## config.mk

```make
export PLATFORM = sky130hd
export DESIGN_NAME = sbcs_ram
export DESIGN_NICKNAME = d
export VERILOG_FILES = /design/src/rtl/stack_bytecode_core_step_top_macros.svh /design/src/rtl/sbcs_ram.sv
export SDC_FILE = /design/constraint.sdc
export NUM_CORES = 2
export LEC_CHECK = 0
export BUFFER_PORTS_ARGS = -buffer_cell sky130_fd_sc_hd__buf_2
export CAP_MARGIN = 20
export CORE_AREA = 2 2 421 423
export CTS_BUF_LIST = sky130_fd_sc_hd__clkbuf_4
export DETAILED_ROUTE_END_ITERATION = 10
export DIE_AREA = 0 0 423 425
export GPL_TIMING_DRIVEN = 0
export PLACE_DENSITY_LB_ADDON = 0.2
export SYNTH_ARGS = -nofsm -noshare
export SYNTH_HDL_FRONTEND = slang
export SYNTH_SLANG_ARGS = --single-unit
```

## constraint.sdc

```tcl
create_clock -name clk -period 2.2 [get_ports clk]
set_input_delay 0.11 -clock clk [delete_from_list [all_inputs] [get_ports clk]]
set_output_delay 0.11 -clock clk [all_outputs]
set_load 0.01 [all_outputs]
```

## src/rtl/stack_bytecode_core_step_top_macros.svh

```systemverilog
// Assertion macros used by the core top module.
`ifndef STACK_BYTECODE_CORE_STEP_TOP_MACROS_SVH
`define STACK_BYTECODE_CORE_STEP_TOP_MACROS_SVH
// Implication checked every clock outside reset.
`define SBC_ASSERT_IMPL(lbl, clk_s, rst_s, ante, cons) \
  lbl: assert property (@(posedge clk_s) disable iff (rst_s) (ante) |-> (cons)) \
    else $error("assertion failed");
// Next-cycle implication checked outside reset.
`define SBC_ASSERT_NEXT(lbl, clk_s, rst_s, ante, cons) \
  lbl: assert property (@(posedge clk_s) disable iff (rst_s) (ante) |=> (cons)) \
    else $error("assertion failed");
`endif

```

## src/rtl/sbcs_ram.sv

```systemverilog
// ----------------------------------------------------------------------------
// sbcs_ram
// Generic single-port RAM with registered read.
// ----------------------------------------------------------------------------
module sbcs_ram #(
  parameter int WIDTH = 8,
  parameter int DEPTH = 256
) (
  input  logic                     clk,
  input  logic                     we,
  input  logic [$clog2(DEPTH)-1:0] addr,
  input  logic [WIDTH-1:0]         wdata,
  output logic [WIDTH-1:0]         rdata
);
  logic [WIDTH-1:0] mem [DEPTH];

  always_ff @(posedge clk) begin
    if (we) begin
      mem[addr] <= wdata;
    end
    rdata <= mem[addr];
  end
endmodule

```

==> key figures <==
Status
  • Run status: finished, violations left
  • Violated checks: setup timing

Critical path
  • Max FO, Critical Path: 1
  • Arrival time of data at the critical path endpoint: 3730 ps
  • Required time of the worst setup path: 3240 ps
  • Kind of capture point of the worst setup path: flip-flop
  • Slowest cell on crit path: mux4_2
  • Buffer and inverter count on the worst path: 0
  • Crit path kind: reg -> reg
  • CP max stage delay: 480 ps
  • Kind of cell with the highest combined delay on the critical path: compound AO/OA/AOI/OAI gates
  • Type of element launching the critical path: flip-flop
  • Critical path cell sequence: mux4_2 > a22oi_1 > a21oi_2 > o41ai_2 > nand4_1

Timing
  • Setup-failing EPs final: 200
  • Worst setup slack after layout: -491 ps
  • Final count of hold timing violations: 0
  • Setup repair after global routing missed its margin: yes
  • Worst slew slack as a fraction of its limit: 0.0522
  • Clock Skews: 102 ps
  • Worst hold slack across all endpoints: 149 ps
  • Min cycle time layout: 2690 ps
  • Final period util: 1.22
  • Highest achievable clock rate: 0.372 GHz
  • Final-report max-slew violation count: 0
  • Slew at the pin closest to its max-slew limit: 1420 ps

Clock network
  • Clock buffer depth: 4
  • Clk sink count: 2056
  • Library cell used as clock root buffer: clkbuf_4
  • CTS tree: done
  • Later-pin clock latency in the skew report: 1310 ps
  • H-tree Lvls: 6
  • TritonCTS buffer count: 544
  • Post-CTS Setup Repair Bufs: 0
  • Clock-pin slew of the registers on the worst-case setup and hold paths: 70 ps

Layout
  • Layout fillers: 13998
  • Layout cells sized above 1: 0.400
  • Post-layout instance area: 91200 um^2
  • Net count reported at finish: 4223
  • Area Growth Syn to Fin: 16.2%

GRT
  • Gr ovfl total: 0
  • Number of antenna violations at the first check in global routing: 12
  • First-pass GRT wire length: 307 mm
  • Total track usage: 0.245
  • GRT met2 Usage: 0.389
  • Largest net degree at the start of global routing: 153
  • Global-route met3 utilization: 0.0589
  • Number of global-route vias before repair: 42129
  • Most Crowded Layer GR: met2
  • GR Layer Usage met1: 0.330

Route
  • Final WL: 220 mm
  • Remaining routing DRC violations: 0
  • DR pass1 iterations: 6
  • ANT nets after route: 0
  • DR WL/cell: 32.1 um
  • Number of DRC violations after detailed-routing iteration 0: 4779
  • Total via count after detailed routing: 40999
  • Avg Vias per Cell: 5.96

Floorplan
  • Starting density of the core: 0.448
  • Row cnt: 154
  • Total Die Area: 180000 um^2
  • Die X-Extent: 423 um
  • Height of the die: 425 um
  • Core region area: 175000 um^2
  • Top-level port count: 26

Placed design
  • I/O Buffers: 21
  • Placed wire-length estimate after detailed placement: 142 mm
  • Dpl cell area: 82500 um^2
  • Routability congestion estimate: 0.960

Synth
  • Top flip-flop cell by instance count after synthesis: edfxtp_1
  • Post-synthesis cell type count: 22
  • #FFs+latches synth: 2056
  • Net Count, Synth: 3565
  • Mapped cell area: 78500 um^2
  • Share of synthesized flip-flops with an asynchronous set or reset: 0
  • Fraction of synthesized cell area taken by the top area cell type: 0.783
  • Number of enable flip-flop cells after synthesis: 2048
  • Cell types with the largest area share after synthesis: edfxtp_1, mux4_2, a22oi_1, nor2_1, a21oi_1
  • Yosys top cell by area: edfxtp_1
  • Portion of the post-synthesis area used by sequential elements: 0.786
  • Cells after Synth: 3547
  • Count of warnings emitted by yosys: 0
  • Post-synthesis average cell area: 22.1 um^2

Power and ir drop
  • Power per cell area: 871 nW/um^2
  • Total leakage power: 28.1 nW
  • Worst vdd ir: 591 uV

Hold path
  • Worst Hold Class: in -> reg

Job
  • Max cap viols: 0
synthesized netlist by cell type, types with 3 or more instances:
master	n
a21oi_1	128
and2_1	3
nand2_1	28
buf_4	16
mux4_2	512
buf_2	36
o41ai_1	32
nand3_1	13
nor2_1	232
a22oi_1	256
nand2b_1	6
buf_1	19
buf_6	16
clkbuf_1	145
nor2b_1	7
nand4_1	8
nor3_1	30
dfxtp_1	8
edfxtp_1	2048
final timing paths:
check	startpoint	to	slack [ps]	depth (start not counted)
setup / recovery	mem[219][2]	rdata[2]	-490	5
hold / removal	addr[0]	mem[193][1]	150	6
setup reg to reg	mem[219][2]	rdata[2]	-490	5
hold reg to reg	mem[14][2]	rdata[2]	1270	5
tightest hold or removal path: stages:
cell and delay (ps):
buf_2 200, buf_6 240, buf_6 200, buf_4 210, nand2b_1 170, nor3_1 120
placed cells by master (no fill, tap or decap), types with 30 or more instances in the layout:
cell	n
nor2_1	71
clkbuf_4	783
mux4_2	512
a22oi_2	60
clkinv_1	62
dlygate4sd3_1	30
nor2_2	67
nor2_4	94
edfxtp_1	2048
buf_2	54
a22oi_1	196
a21oi_1	77
a21oi_2	44
clkbuf_1	117
buf_4	41
sequential cells by signal (all words and copies together), names as in the netlist:
signal,flops
rdata,8
mem,2048
where the power goes:
group / internal (mW) / total [mW] / switching [mW] / leakage, nW
sequential: 43.2 / 43.2 / 0.0217 / 18.5
clock: 16.8 / 31.9 / 15.1 / 3.85
combinational: 1.45 / 4.40 / 2.95 / 5.78
repair_timing:
| item | 4_1_cts | 5_1_grt |
|---|---|---|
| hold buffers | 37 | 1 |
| endpoints found under the hold margin | 2967 | 56 |
| pin swaps | 33 | 23 |
| endpoints found under the setup margin | 1710 | 553 |
| gates resized for setup | 329 | 95 |
area by class of cell:
class / count / area [um^2] / area share
clock buffers: 772 / 5800 / 0.0635
diodes: 9 / 22.5 / 0.000247
plain buffers: 231 / 1180 / 0.0129
well taps: 2340 / 2930 / 0.0321
multi-input cells: 1258 / 17500 / 0.192
repair buffers: 113 / 1530 / 0.0168
inverters: 1 / 3.75 / 0.0000412
clock inverters: 95 / 557 / 0.00611
flip-flops and latches: 2056 / 61700 / 0.676
cell families (layout without fill, tap and decap cells):
group                  count (synthesis)  in the layout  synth area share
muxes                                512            512             0.147
other                                  0              9                 0
buffers and inverters                233           1212            0.0140
DFF                                 2056           2056             0.786
and+or+nand+nor                      330            330            0.0173
AOI/OAI and AO/OA                    416            416            0.0362
per-layer routing:
metal,up-vias,wire [um]
met2,2184,107000
met3,365,20300
met5,-,0
met4,0,7610
li1,16778,-
met1,21672,85600
metrics by stage:
step | setup WS [ps] | TNS, ps | total power, mW | instances | utilization
2_1_floorplan | -129 | -71610 | 46.0 | 3547 | -
3_3_place_gp | -3220 | -9623960 | 48.0 | 5908 | 0.465
3_5_place_dp | -2650 | -3819590 | 48.0 | 5959 | 0.470
4_1_cts | -366 | -8370 | 79.9 | 6862 | 0.517
5_1_grt | -389 | -2640 | 82.2 | 6875 | 0.520
6_report | -491 | -9840 | 79.4 | 6875 | 0.520
Power figures use the tool's default switching activity.
