File: config.mk
export PLATFORM = sky130hd
export DESIGN_NAME = sbcs_alu
export DESIGN_NICKNAME = d
export VERILOG_FILES = /design/src/rtl/stack_bytecode_core_step_top_macros.svh /design/src/rtl/sbcs_pkg.sv /design/src/rtl/sbcs_alu.sv
export SDC_FILE = /design/constraint.sdc
export NUM_CORES = 1
export LEC_CHECK = 0
export BUFFER_PORTS_ARGS = -buffer_cell sky130_fd_sc_hd__buf_2
export CORE_MARGIN = 10
export CORE_UTILIZATION = 62
export DETAILED_ROUTE_END_ITERATION = 10
export MAX_ROUTING_LAYER = met4
export PLACE_DENSITY = 0.92
export SLEW_MARGIN = 20
export SYNTH_ARGS = -nofsm -noshare
export SYNTH_HDL_FRONTEND = slang
export SYNTH_SLANG_ARGS = --single-unit
File: constraint.sdc
create_clock -name vclk -period 7.1
set_clock_uncertainty 0.05 [all_clocks]
set_input_delay 0.355 -clock vclk [all_inputs]
set_output_delay 0.355 -clock vclk [all_outputs]
set_load 0.01 [all_outputs]
File: src/rtl/stack_bytecode_core_step_top_macros.svh
// Assertion macros used by the core top module.
`ifndef STACK_BYTECODE_CORE_STEP_TOP_MACROS_SVH
`define STACK_BYTECODE_CORE_STEP_TOP_MACROS_SVH
// Implication checked every clock outside reset.
`define SBC_ASSERT_IMPL(lbl, clk_s, rst_s, ante, cons) \
  lbl: assert property (@(posedge clk_s) disable iff (rst_s) (ante) |-> (cons)) \
    else $error("assertion failed");
// Next-cycle implication checked outside reset.
`define SBC_ASSERT_NEXT(lbl, clk_s, rst_s, ante, cons) \
  lbl: assert property (@(posedge clk_s) disable iff (rst_s) (ante) |=> (cons)) \
    else $error("assertion failed");
`endif

File: src/rtl/sbcs_pkg.sv
// ----------------------------------------------------------------------------
// sbcs_pkg
// Types, constants and codes of the stack bytecode core.
// ----------------------------------------------------------------------------
package sbcs_pkg;
  localparam int CODE_BYTES_DEF = 4096;
  localparam int DSTACK_DEPTH_DEF = 64;
  localparam int RSTACK_DEPTH_DEF = 32;

  localparam logic [2:0] ST_RUN = 3'd0;
  localparam logic [2:0] ST_TOP_RETURN = 3'd1;
  localparam logic [2:0] ST_END_OF_CODE = 3'd2;
  localparam logic [2:0] ST_BAD_OPCODE = 3'd3;
  localparam logic [2:0] ST_STACK_ERROR = 3'd4;
  localparam logic [2:0] ST_DIV_ZERO = 3'd5;
  localparam logic [2:0] ST_UNSUPPORTED = 3'd6;

  localparam logic [1:0] KIND_WRITE = 2'd0;
  localparam logic [1:0] KIND_READ = 2'd1;
  localparam logic [1:0] KIND_START = 2'd2;
  localparam logic [1:0] KIND_STEP = 2'd3;

  localparam logic [7:0] OP_NOP = 8'd0;
  localparam logic [7:0] OP_ADD = 8'd1;
  localparam logic [7:0] OP_SUB = 8'd2;
  localparam logic [7:0] OP_MUL = 8'd3;
  localparam logic [7:0] OP_DIV = 8'd4;
  localparam logic [7:0] OP_MOD = 8'd5;
  localparam logic [7:0] OP_SHR = 8'd6;
  localparam logic [7:0] OP_SHL = 8'd7;
  localparam logic [7:0] OP_GT = 8'd9;
  localparam logic [7:0] OP_LT = 8'd10;
  localparam logic [7:0] OP_GE = 8'd11;
  localparam logic [7:0] OP_LE = 8'd12;
  localparam logic [7:0] OP_EQ = 8'd13;
  localparam logic [7:0] OP_NEQ = 8'd14;
  localparam logic [7:0] OP_JMP = 8'd16;
  localparam logic [7:0] OP_CALL = 8'd18;
  localparam logic [7:0] OP_BRT = 8'd20;
  localparam logic [7:0] OP_BRF = 8'd22;
  localparam logic [7:0] OP_RET = 8'd23;
  localparam logic [7:0] OP_LDMOD = 8'd24;
  localparam logic [7:0] OP_EXTERN = 8'd25;
  localparam logic [7:0] OP_LDW = 8'd26;
  localparam logic [7:0] OP_STW = 8'd27;
  localparam logic [7:0] OP_PUSH = 8'd28;
  localparam logic [7:0] OP_DUP = 8'd29;
  localparam logic [7:0] OP_SWAP = 8'd30;
  localparam logic [7:0] OP_DROP = 8'd31;
  localparam logic [7:0] OP_RPUSH = 8'd38;
  localparam logic [7:0] OP_RPOP = 8'd39;
  localparam logic [7:0] OP_RCOPY = 8'd40;
  localparam logic [7:0] OP_INC = 8'd41;
  localparam logic [7:0] OP_RCOPY2 = 8'd43;
  localparam logic [7:0] OP_LDB = 8'd44;
  localparam logic [7:0] OP_STB = 8'd45;

  typedef enum logic [2:0] {
    ALU_ADD, ALU_SUB, ALU_MUL, ALU_SHR, ALU_SHL, ALU_CMP, ALU_DIVSTEP
  } alu_op_t;

  typedef struct packed {
    alu_op_t    op;
    logic [7:0] cmp_op;
  } alu_ctl_t;

  typedef enum logic [4:0] {
    S_IDLE, S_MEMWAIT, S_READOUT, S_FETCH_OP, S_DECODE, S_FETCH_LO, S_FETCH_HI,
    S_IMM_DONE, S_POP_B, S_POP_A, S_ALU, S_DIV, S_DIV_DONE, S_WRITE_RES,
    S_LOAD_LO, S_LOAD_HI, S_LOAD_DONE, S_STORE_LO, S_STORE_HI, S_RREAD,
    S_RREAD2, S_RDONE, S_PUSH2, S_REPORT, S_TOPREAD, S_TOPWAIT
  } state_t;
endpackage

File: src/rtl/sbcs_alu.sv
// ----------------------------------------------------------------------------
// sbcs_alu
// Shared 16-bit arithmetic unit: add, sub, mul, shifts, compares and one
// restoring-divide step per use.
// ----------------------------------------------------------------------------
module sbcs_alu (
  input  sbcs_pkg::alu_ctl_t ctl,
  input  logic [15:0]        a,
  input  logic [15:0]        b,
  input  logic [15:0]        rem_in,
  input  logic [15:0]        quo_in,
  output logic [15:0]        result,
  output logic [15:0]        rem_out,
  output logic [15:0]        quo_out
);
  logic [16:0] trial;
  logic [31:0] prod;
  logic        cmp;

  always_comb begin
    trial = {rem_in, quo_in[15]} - {1'b0, b};
    prod = 32'(a) * 32'(b);
    rem_out = rem_in;
    quo_out = quo_in;
    cmp = 1'b0;
    case (ctl.cmp_op)
      sbcs_pkg::OP_GT: cmp = a > b;
      sbcs_pkg::OP_LT: cmp = a < b;
      sbcs_pkg::OP_GE: cmp = a >= b;
      sbcs_pkg::OP_LE: cmp = a <= b;
      sbcs_pkg::OP_EQ: cmp = a == b;
      default:         cmp = a != b;
    endcase
    case (ctl.op)
      sbcs_pkg::ALU_ADD: result = a + b;
      sbcs_pkg::ALU_SUB: result = a - b;
      sbcs_pkg::ALU_MUL: result = prod[15:0];
      sbcs_pkg::ALU_SHR: result = (b[15:4] != 12'd0) ? 16'd0 : (a >> b[3:0]);
      sbcs_pkg::ALU_SHL: result = (b[15:4] != 12'd0) ? 16'd0 : (a << b[3:0]);
      sbcs_pkg::ALU_CMP: result = {15'd0, cmp};
      default: begin
        result = 16'd0;
        if (!trial[16]) begin
          rem_out = trial[15:0];
          quo_out = {quo_in[14:0], 1'b1};
        end else begin
          rem_out = {rem_in[14:0], quo_in[15]};
          quo_out = {quo_in[14:0], 1'b0};
        end
      end
    endcase
  end
endmodule
==> results of run 1 <==
-- kinds of logic (layout without fill, tap and decap cells) --
kind of cell	Yosys count	count (layout)	synth area share (%)
buf+inv	217	292	10.1
compound gates	247	247	19.4
simple gates	346	346	19.7
fa+ha+maj	181	181	35.1
xor+xnor	65	65	7.17
mux	65	65	8.46
-- per-layer routing --
layer | share of wire (%) | global-route usage, %
met2 | 47 | 50.2
met5 | 0 | -
met4 | 4.8 | 10.9
met1 | 38 | 37.3
met3 | 10 | 3.08
-- Yosys cell counts (all sizes together) (5+ instances only) --
cell type  number  area share (%)
a31oi           8            0.61
and2           44             3.4
o21ai          82             5.0
xnor2          54             6.0
ha             99              15
clkbuf         51             2.4
nand2b         15             1.1
buf             7            0.44
a21oi          55             3.4
nand2         117             5.4
nor3           20             1.2
xor2           11             1.2
fa             82              20
nor3b           5            0.46
nand4           9            0.69
a21o           11             1.0
o21a           16             1.5
nor2           94             4.3
a211oi          7            0.70
o21bai          8            0.73
inv           159             7.3
mux2i          40             4.9
o31a            6            0.64
mux2           24             3.3
nand3          10            0.61
o211ai         10            0.92
nor2b           9            0.69
a221oi          7            0.75
nor4            7            0.61
-- power by group --
part	total, mW	switching [mW]	internal (mW)
sequential	0	0	0
clock	0	0	0
combinational	2.07	1.19	0.885
-- worst paths after layout --
path,to,cells after the start
worst max-delay path,result[15],23
worst min-delay path,quo_out[15],3
-- cell usage in the layout, fill, tap and decap left out, types with 8 or more instances in the layout --
cell type,n
nand2_1,117
a21o_1,11
a21oi_1,53
fa_1,82
xnor2_1,53
nor2b_1,9
mux2_2,24
buf_4,10
inv_1,158
ha_1,99
nand4_1,9
mux2i_1,40
o21bai_1,8
nand2b_1,15
o211ai_1,10
and2_1,44
nor3_1,20
o21a_1,16
xor2_1,11
buf_2,123
nand3_1,10
a31oi_1,8
o21ai_1,12
o21ai_0,70
nor2_1,94
-- critical path, cell delays in order --
cell	delay, ns
buf_2	0.58
ha_1	0.27
inv_1	0.11
fa_1	0.48
fa_1	0.48
inv_1	0.07
ha_1	0.13
inv_1	0.05
fa_1	0.50
inv_1	0.05
ha_1	0.26
inv_1	0.05
fa_1	0.48
inv_1	0.04
ha_1	0.30
a21boi_0	0.18
nor4_1	0.43
o21ai_0	0.28
a31oi_1	0.26
xnor2_1	0.12
a22oi_1	0.32
o211ai_1	0.14
buf_2	0.16
-- stage by stage --
| stage | instances | hold WS (ns) | cell area (µm²) |
|---|---|---|---|
| finish | 1368 | 0.988 | 8870 |
| global route | 1368 | 0.999 | 8870 |
| CTS | 1368 | 0.992 | 8870 |
| detailed placement | 1368 | 0.990 | 8870 |
| global placement | 1368 | 0.986 | 8870 |
| floorplan | 1121 | 0.783 | 8200 |
-- cell type report --
type | instances | area [µm²]
fillers | 1101 | 3900
repair buffers | 133 | 691
multi-input cells | 904 | 7370
inverters | 159 | 597
well taps | 172 | 215
==> impl_metrics.toml, run 1 <==
[global_routing]
antenna_found_initial = 0
grt_start_max_net_pins = 45
grt_pass1_wl_um = 43500
grt.total_usage_pct = 30.2
grt_pass1_vias = 8353
gr-total-overflow = 0

[final_layout]
area_growth_pct = 8.26
register_area_um2 = 0
layout-drive-gt1-share_pct = 14.5
nClkBuffers = 0
final_core_util_pct = 69.5
antennaDiodeCount = 0
layout.nets = 1454
seq_cells = 0

[yosys]
yosysWarnings = 0
netlist_instances = 1121
syn_area_per_cell_um2 = 7.31
ys_types = 67
ys_seq_area_share_pct = 0
synth_area_mm2 = 0.00820
synthesis.nets = 1377

[setup_path]
crit_required_ns = 6.69
critPathKind = "in2out"
crit_arrival_ns = 6.08
worstSetupStartpoint = "b[3]"
cp_max_fo = 38
cp-start-kind = "primary input"
endpoint_kind = "primary output"

[min_path]
hp-class = "in2out"
worstHoldStart = "quo_in[14]"

[pwr]
finalPower_mw = 2.07
peakVddDrop_mv = 0.293
power_leakage_nw = 4.39
powerDensity_mw_per_mm2 = 234

[die]
die_h_um = 135
row_count = 41
start_util_pct = 64.2
core_mm2 = 0.0128
io_pins = 123
die_w_um = 135
die_area_mm2 = 0.0182

[cts]
cts.hold.buffers_added = 0
cts_setup_buffers = 0
cts_resized = 0

[timing]
tns_ns = 0
fin_crit_ns = 6.48
fmax_ghz = 0.154
worst_slack_ns = 0.618
fin_crit_sh_pct = 91.3
hold_violations = 0
relSlewSlack_pct = 45.3
rsz0062_at_grt = "no"
slew_viol_final = 0
finalSetupViolCount = 0
worst-slew-pin-transition_ns = 0.799

[detailed_routing]
num_vias = 8524
totalWireLength_um = 27700
vias_per_cell = 6.23
drc = 0
dr.pass1.iters = 7
drtIter0Drc = 844
ant_nets = 0
routedWlPerCell_um = 20.3

[status]
outcome = "finished, final reports clean"

[flow_run]
cap_violations = 0

[placed_design]
pre_cts_ws_ns = 0.739
gp_congestion = 1.03
hpwl_um = 22100
port_buffers = 123
No activity file was read; power rests on OpenSTA's default activity.
==> inputs of run 2 (changes only) <==
CORE_UTILIZATION = 53   (was 62)
PLACE_DENSITY = 0.81   (was 0.92)
REMOVE_ABC_BUFFERS = 1   (was not set)
==> run 2 against run 1 <==
Global-route usage decreased by 4.5 points. Total power up 0.78%. Sequential share of layout area did not move. Via count is 3.6% lower. Non-clock buffer count grew 6. Final cell count grew 1.6%. Sequential cell count did not move. Count of clock-buffer cells in the layout did not move. First-iteration DRC count is 0.95% higher. Design area rose by 0.73%. Utilization fell by 11 points. Critical path type unchanged. Largest cell class unchanged.
==> impl_metrics.toml, run 2 (synthesis gave the netlist of run 1 again) <==
[status]
outcome = "finished, final reports clean"

[setup_path]
cp-start-kind = "primary input"
crit_required_ns = 6.69
crit_arrival_ns = 6.03
cp_max_fo = 27
critPathKind = "in2out"
worstSetupStartpoint = "b[2]"
endpoint_kind = "primary output"

[min_path]
hp-class = "in2out"
worstHoldStart = "rem_in[14]"

[detailed_routing]
dr.pass1.iters = 5
vias_per_cell = 5.91
drc = 0
drtIter0Drc = 852
totalWireLength_um = 26600
ant_nets = 0
num_vias = 8217
routedWlPerCell_um = 19.1

[cts]
cts.hold.buffers_added = 0
cts_resized = 0
cts_setup_buffers = 0

[timing]
fmax_ghz = 0.155
relSlewSlack_pct = 51.9
finalSetupViolCount = 0
rsz0062_at_grt = "no"
hold_ws_ns = 0.986
slew_viol_final = 0
worst-slew-pin-transition_ns = 0.722
tns_ns = 0
hold_violations = 0
fin_crit_sh_pct = 90.7
fin_crit_ns = 6.44

[global_routing]
gr-total-overflow = 0
grt_pass1_vias = 8157
antenna_found_initial = 0
grt_pass1_wl_um = 42100
grt.total_usage_pct = 25.7
grt_start_max_net_pins = 45

[final_layout]
layout-drive-gt1-share_pct = 14.9
layout.nets = 1460
final_core_util_pct = 58.8
antennaDiodeCount = 0
nClkBuffers = 0
fillers = 1469
layout_common_cells = "inv_1, buf_2, nand2_1"
area_growth_pct = 9.05
register_area_um2 = 0
final_area_mm2 = 0.00894
final_common_cell = "inv_1"
seq_cells = 0

[placed_design]
gp_congestion = 0.974
port_buffers = 123
hpwl_um = 21600
postPlaceCellArea_mm2 = 0.00894

[die]
row_count = 45
die_w_um = 144
start_util_pct = 53.9
io_pins = 123
core_mm2 = 0.0152
die_area_mm2 = 0.0208
die_h_um = 144

[pwr]
powerDensity_mw_per_mm2 = 234
peakVddDrop_mv = 0.195
power_leakage_nw = 4.42

[flow_run]
cap_violations = 0
run 2: cell types whose count changed in the layout (fill, tap and decap cells not counted), sizes merged:
cell  delta
buf      +6
run 2: cell type report:
class	count	area [µm²]	share of cell area, %
Tap cell	188	235	2.63
Timing Repair Buffer	139	736	8.23
Multi-Input combinational cell	904	7370	82.5
Inverter	159	597	6.68
run 2: metal layers:
| metal | part of all wire, % | vias up | global-route usage [%] |
|---|---|---|---|
| met5 | 0 | - | - |
| met4 | 2.9 | 0 | 7.39 |
| met3 | 8.1 | 65 | 3.64 |
| met2 | 48 | 382 | 41.9 |
| met1 | 41 | 3851 | 32.7 |
| li1 | - | 3919 | - |
run 2: power by group:
group / internal [mW] / switching (mW)
clock: 0 / 0
sequential: 0 / 0
combinational: 0.902 / 1.19
total: 0.902 / 1.19
run 2: worst paths after layout:
kind,to,slack (ns),cells after the start
min,rem_out[14],0.99,4
max,result[13],0.66,25
run 2: critical path: stages:
cell	delay, ns
buf_2	0.33
buf_4	0.36
and2_1	0.20
fa_1	0.42
inv_1	0.09
fa_1	0.39
inv_1	0.07
ha_1	0.13
inv_1	0.05
fa_1	0.50
inv_1	0.06
fa_1	0.53
inv_1	0.05
fa_1	0.47
inv_1	0.04
ha_1	0.29
o21ai_0	0.09
nand2b_1	0.17
nand4_1	0.11
o21ai_0	0.35
xnor2_1	0.17
nor2_1	0.06
a311oi_1	0.40
nand3_1	0.15
buf_2	0.18
run 2: metrics by stage:
stage	total power, mW	setup slack (ns)	instances
2_1_floorplan	1.49	1.59	1063
4_1_cts	2.08	0.775	1390
3_5_place_dp	2.06	0.807	1390
5_1_grt	2.34	0.482	1390
6_report	2.09	0.663	1390
3_3_place_gp	2.01	0.878	1390
